### config.mk
export PLATFORM = sky130hd
export DESIGN_NAME = bmh_front_flat
export DESIGN_NICKNAME = d
export VERILOG_FILES = /design/src/hw/rtl/bmh_pkg.sv /design/src/hw/rtl/bmh_if.sv /design/src/hw/rtl/bmh_front.sv /design/src/flat_wrapper.sv
export SDC_FILE = /design/constraint.sdc
export NUM_CORES = 1
export LEC_CHECK = 0
export BUFFER_PORTS_ARGS = -buffer_cell sky130_fd_sc_hd__buf_2
export CORE_UTILIZATION = 25
export CTS_CLUSTER_SIZE = 24
export DETAILED_ROUTE_END_ITERATION = 16
export PLACE_DENSITY = 0.46
export SYNTH_ARGS = -nofsm -noshare
export SYNTH_HDL_FRONTEND = slang
export SYNTH_SLANG_ARGS = --single-unit
export TNS_END_PERCENT = 30
### constraint.sdc
create_clock -name clk -period 5.95 [get_ports clk]
set_clock_uncertainty 0.2 [all_clocks]
set_input_delay 1.19 -clock clk [delete_from_list [all_inputs] [get_ports clk]]
set_output_delay 1.19 -clock clk [all_outputs]
set_load 0.01 [all_outputs]
### src/hw/rtl/bmh_pkg.sv
// Shared types and codes for the binary max-heap priority queue.
`timescale 1ns / 1ps
package bmh_pkg;
	localparam logic [1:0] MODE_INSERT  = 2'd0;
	localparam logic [1:0] MODE_EXTRACT = 2'd1;
	localparam logic [1:0] MODE_REMOVE  = 2'd2;
	localparam logic [1:0] MODE_QUERY   = 2'd3;

	localparam logic [1:0] ST_OK       = 2'd0;
	localparam logic [1:0] ST_FULL     = 2'd1;
	localparam logic [1:0] ST_EMPTY    = 2'd2;
	localparam logic [1:0] ST_BAD_POS  = 2'd3;

	localparam int KEY_FIELD_BITS = 32;
	localparam int PAY_FIELD_BITS = 32;
	localparam int POS_FIELD_BITS = 6;
	localparam int CNT_FIELD_BITS = 7;

	typedef struct packed {
		logic [1:0]                  mode;
		logic signed [KEY_FIELD_BITS-1:0] key;
		logic [PAY_FIELD_BITS-1:0]   payload;
		logic [POS_FIELD_BITS-1:0]   position;
	} cmd_t;

	typedef struct packed {
		logic signed [KEY_FIELD_BITS-1:0] taken_key;
		logic [PAY_FIELD_BITS-1:0]   taken_payload;
		logic signed [KEY_FIELD_BITS-1:0] top_key;
		logic [PAY_FIELD_BITS-1:0]   top_payload;
		logic [CNT_FIELD_BITS-1:0]   count;
		logic                        is_empty;
		logic [1:0]                  status;
	} res_t;
endpackage

### src/hw/rtl/bmh_if.sv
// Valid/ready channel interfaces for commands and results.
`timescale 1ns / 1ps
interface bmh_cmd_if;
	import bmh_pkg::*;
	logic valid;
	logic ready;
	cmd_t data;
	modport source (output valid, output data, input ready);
	modport sink (input valid, input data, output ready);
endinterface


### src/hw/rtl/bmh_front.sv
// Command front end: accepts commands and holds them in a two-entry queue.
`timescale 1ns / 1ps
module bmh_front (
	input  logic           clk,
	input  logic           arst_n,
	bmh_cmd_if.sink        cmd,
	output logic           q_valid,
	output bmh_pkg::cmd_t  q_data,
	input  logic           q_pop
);
	import bmh_pkg::*;

	cmd_t       slot_q [2];
	logic       rd_q, wr_q;
	logic [1:0] fill_q;

	assign cmd.ready = (fill_q != 2'd2);
	assign q_valid   = (fill_q != 2'd0);
	assign q_data    = slot_q[rd_q];

	always_ff @(posedge clk) begin
		if (cmd.valid && cmd.ready) begin
			slot_q[wr_q] <= cmd.data;
		end
	end

	always_ff @(posedge clk or negedge arst_n) begin
		if (!arst_n) begin
			rd_q   <= 1'b0;
			wr_q   <= 1'b0;
			fill_q <= 2'd0;
		end else begin
			if (cmd.valid && cmd.ready) begin
				wr_q <= ~wr_q;
			end
			if (q_pop) begin
				rd_q <= ~rd_q;
			end
			fill_q <= fill_q + 2'(cmd.valid && cmd.ready) - 2'(q_pop);
		end
	end
endmodule

### src/flat_wrapper.sv
// flat-port wrapper written by rule: the top's interface ports become plain ports
module bmh_front_flat import bmh_pkg::*;
  (clk, arst_n, q_valid, q_data, q_pop, cmd_valid, cmd_data, cmd_ready);
  bmh_cmd_if cmd_i ();
  input  logic clk;
  input  logic arst_n;
  output logic q_valid;
  output bmh_pkg::cmd_t q_data;
  input  logic q_pop;
  input wire logic [$bits(cmd_i.valid)-1:0] cmd_valid;
  input wire logic [$bits(cmd_i.data)-1:0] cmd_data;
  output wire logic [$bits(cmd_i.ready)-1:0] cmd_ready;
  assign cmd_i.valid = cmd_valid;
  assign cmd_i.data = cmd_data;
  assign cmd_ready = cmd_i.ready;
  bmh_front u_core (.clk(clk), .arst_n(arst_n), .cmd(cmd_i), .q_valid(q_valid), .q_data(q_data), .q_pop(q_pop));
endmodule
---- Yosys cells after proc, flatten, opt, wreduce, memory -nomap -nowiden ----
Memory sizes are Yosys's and may differ from the RTL's.
Cells that the tools add are included.
Widths: inputs -> output; s select.
word-level totals
  bits in registers ....................... 4
  RAM bits ................................ 144
  bits of input ports ..................... 76
  output and inout port bits .............. 74
  logic and storage cells ................. 13
  memories kept ........................... 1
memory list
  name           depth  width  read ports  clocked after memory_dff  wr ports  RTL line         RTL
  u_core.slot_q  2      72     1           0                         1         bmh_front.sv:13  cmd_t slot_q [2];
operators by class
  add/sub/neg operators ................... 2
  equal/unequal tests ..................... 1
  muxes and demuxes ....................... 2
  bitwise operators ....................... 2
  reductions and logical operators ........ 2
operators by type and width
  kind                number
  $add 2x1->2         1
  $mux 1              2
  $ne 2x2->1 const B  1
  $not 1->1           2
  $reduce_bool 2->1   1
  $sub 2x1->2         1
  $logic_and 1x1->1   1

---- Longest topological paths before layout ----
  word-level depth ........................ 4
  gate-level depth with buffers ........... 5
  mapped depth without buffers ............ 5

---- Worst setup path before layout ----
OpenSTA, ideal clock, no wires.
  path type ............................... input-to-reg
  start ................................... in cmd_valid
  end ..................................... mem u_core.slot_q[0][0] (netlist bit), enable pin
  setup time .............................. 0.503 ns
  data arrival time ....................... 4.302 ns
  data required time ...................... 5.247 ns
  slack ................................... 0.945 ns
  stages .................................. 2
  path buffers ............................ 0
  path through ............................ nand2_1 > nor2_1
on the way
  longest elaborated chain between the ends .. 3
RTL lines
  item                          RTL line            RTL
  from (decl)                   flat_wrapper.sv:10  input wire logic [$bits(cmd_i.valid)-1:0] cmd_valid;
  $logic_and 1x1->1             bmh_front.sv:22     if (cmd.valid && cmd.ready) begin
  $mux 1                        bmh_front.sv:22
  $mux 1 (not written as such)  bmh_front.sv:23     slot_q[wr_q] <= cmd.data;
  to (decl)                     bmh_front.sv:13
No other way between the ends.

==> impl_metrics.json <==
{
  "reg2reg_from": "u_core.fill_q[0]",
  "cts_made_buffers": 17,
  "n_fill_cell": 2250,
  "cts_tree": "yes",
  "fin_cells": 703,
  "cts_buffer_depth": 2,
  "dr_total_vias": 2743,
  "dp_hpwl_um": 6940,
  "die_area_um2": 23600,
  "fin_setup_tns_ps": 0,
  "drv_cap": 0,
  "first_global_vias": 2833,
  "design.core.area_um2": 22600,
  "r2r_cells": 4,
  "slew_viol_final": 0,
  "cts-root-buf": "clkbuf_16",
  "tightest_slew_ps": 1140,
  "antenna_cells": 0,
  "areaGrowthSynthToFinish_pct": 26.6,
  "critPathRequiredTime_ps": 4560,
  "hold_viol_final": 0,
  "slew_headroom_pct": 23.5,
  "arrival_ps": 2530,
  "powerDensity_nw_per_um2": 494,
  "criticalPathCategory": "reg2out",
  "clk_latency_ps": 410,
  "yosysSeqAreaShare_pct": 77.0,
  "area.sequential_um2": 4430,
  "drt_wl_total_um": 10600,
  "cts_hold_buf": 0,
  "synthDistinctLibCells": 17,
  "rsz0062_at_grt": "no",
  "min_period_ps": 3920,
  "numPortBuffers": 149,
  "rrSetupSlack_ps": 3460,
  "synth_warnings": 0,
  "cts_resized": 0,
  "initial_utilization_pct": 25.4,
  "drt_first_pass_iters": 4,
  "end_kind": "primary output",
  "synthCells": 242,
  "timing.final.crit_share_pct": 65.9,
  "finalSetupViolations": 0,
  "grt_pass1_wl_um": 16000,
  "cts.sinks": 148,
  "drt_iter0_drc": 100,
  "drc": 0,
  "postRouteAntennaNets": 0,
  "syn_area_um2": 5740,
  "syn_avg_cell_area_um2": 23.7,
  "antenna_found_initial": 2,
  "crit_fanout": 56,
  "ir_drop_uv": 304,
  "die_h_um": 154,
  "cts_max_level": 4,
  "clock.fmax_mhz": 255,
  "multiInputGateArea_um2": 1180,
  "via_per_inst": 3.90,
  "fin_nets": 482,
  "track_usage_pct": 9.16,
  "synth_seq_cells": 148,
  "rows": 55,
  "leakagePower_nw": 2.86,
  "io_pins": 150,
  "endpoint": "q_data[56]",
  "p_total_mw": 3.59,
  "gr-total-overflow": 0,
  "die_x_um": 154,
  "synthesis.nets": 319,
  "r2r_end": "u_core.slot_q[0][60]",
  "critPathLaunchType": "flip-flop",
  "clkTransAtPathRegs_ps": 60,
  "place.gp.congestion": 0.682,
  "postCtsSetupBuffers": 0,
  "crit_start": "u_core.rd_q",
  "status": "completed",
  "min_path_type": "reg2reg",
  "grt_max_degree": 57,
  "placed_cells": 671,
  "final_layout_size_suffix_gt1_share_pct": 60.3,
  "wl_per_cell_um": 15.1
}
-- metal layers --
| layer | track usage (%) | share of wire, % | up-vias |
|---|---|---|---|
| met4 | 4.00 | 1.3 | 2 |
| met2 | 14.8 | 49 | 85 |
| met1 | 10.8 | 43 | 1365 |
| li1 | - | - | 1280 |
| met5 | 0 | 0.12 | - |
| met3 | 3.66 | 6.1 | 11 |
-- critical path, cell delays in order (launching register included) --
cell and delay (ps):
dfrtp_4 1130, buf_4 460, mux2_4 340, buf_2 140
-- final cells by class --
cell class,count,share of cell area (%)
clock buffers,19,5.96
inverters,1,0.0516
repair buffers,152,10.7
clock inverters,13,1.26
well taps,285,4.91
flip-flops and latches,148,60.9
multi-input cells,85,16.2
-- cells in the final DEF (no fill, tap or decap), drive strengths merged --
cell	instances
inv	2
mux2i	1
ha	1
clkbuf	19
bufinv	1
nor2	1
or2	1
xor2	2
mux2	72
nand2	2
nand2b	1
xnor2	2
dfrtp	4
and3	1
clkinvlp	2
buf	152
nor2b	1
clkinv	9
edfxtp	144
-- cells by family after synthesis --
| kind of cell | Yosys count | share of synthesized area [%] |
|---|---|---|
| flip-flops | 148 | 77.0 |
| buffers and inverters | 9 | 2.70 |
| XOR/XNOR | 4 | 0.610 |
| adder cells (fa/ha/maj) | 1 | 0.218 |
| multiplexers | 73 | 18.8 |
| AND/OR/NAND/NOR | 7 | 0.632 |
-- how the worst min path moves through the flow --
stage	from	end	slack (ps)	cells after the start
floorplan	u_core.wr_q	u_core.wr_q	260	1
global placement	u_core.wr_q	u_core.wr_q	340	1
detailed placement	u_core.wr_q	u_core.wr_q	350	1
CTS	arst_n	u_core.wr_q	350	1
global route	arst_n	u_core.wr_q	350	1
finish	u_core.wr_q	u_core.wr_q	370	1
-- through the flow --
stage | setup slack (ps) | util [%] | hold slack, ps | area, µm²
detailed placement | 2400 | 29.9 | 346 | 6750
finish | 2030 | 32.2 | 367 | 7270
global route | 1870 | 32.2 | 354 | 7270
global placement | 2440 | 29.9 | 336 | 6750
floorplan | 945 | - | 260 | 5740
CTS | 1940 | 32.2 | 353 | 7270
-- synthesized netlist by cell type --
cell type	count	area, µm²
and3_1	1	6.26
buf_12	7	140
buf_6	1	11.3
dfrtp_1	4	100
edfxtp_1	144	4320
ha_1	1	12.5
inv_1	1	3.75
mux2_2	3	33.8
mux2_4	69	1040
mux2i_1	1	10.0
nand2_1	2	7.51
nand2b_1	1	6.26
nor2_1	1	3.75
nor2b_1	1	6.26
or2_2	1	6.26
xnor2_1	2	17.5
xor2_1	2	17.5
-- registers in the layout (all words and copies together) (netlist names) --
signal and cells:
u_core.slot_q 144, u_core.fill_q 2, u_core.wr_q 1, u_core.rd_q 1
-- power breakdown --
group	internal (mW)	leakage [nW]	switching (mW)	total, mW
registers	1.43	1.38	0.165	1.59
logic	0.576	1.23	0.468	1.04
clock network	0.565	0.252	0.391	0.956
(Power assumes the default switching activity.)
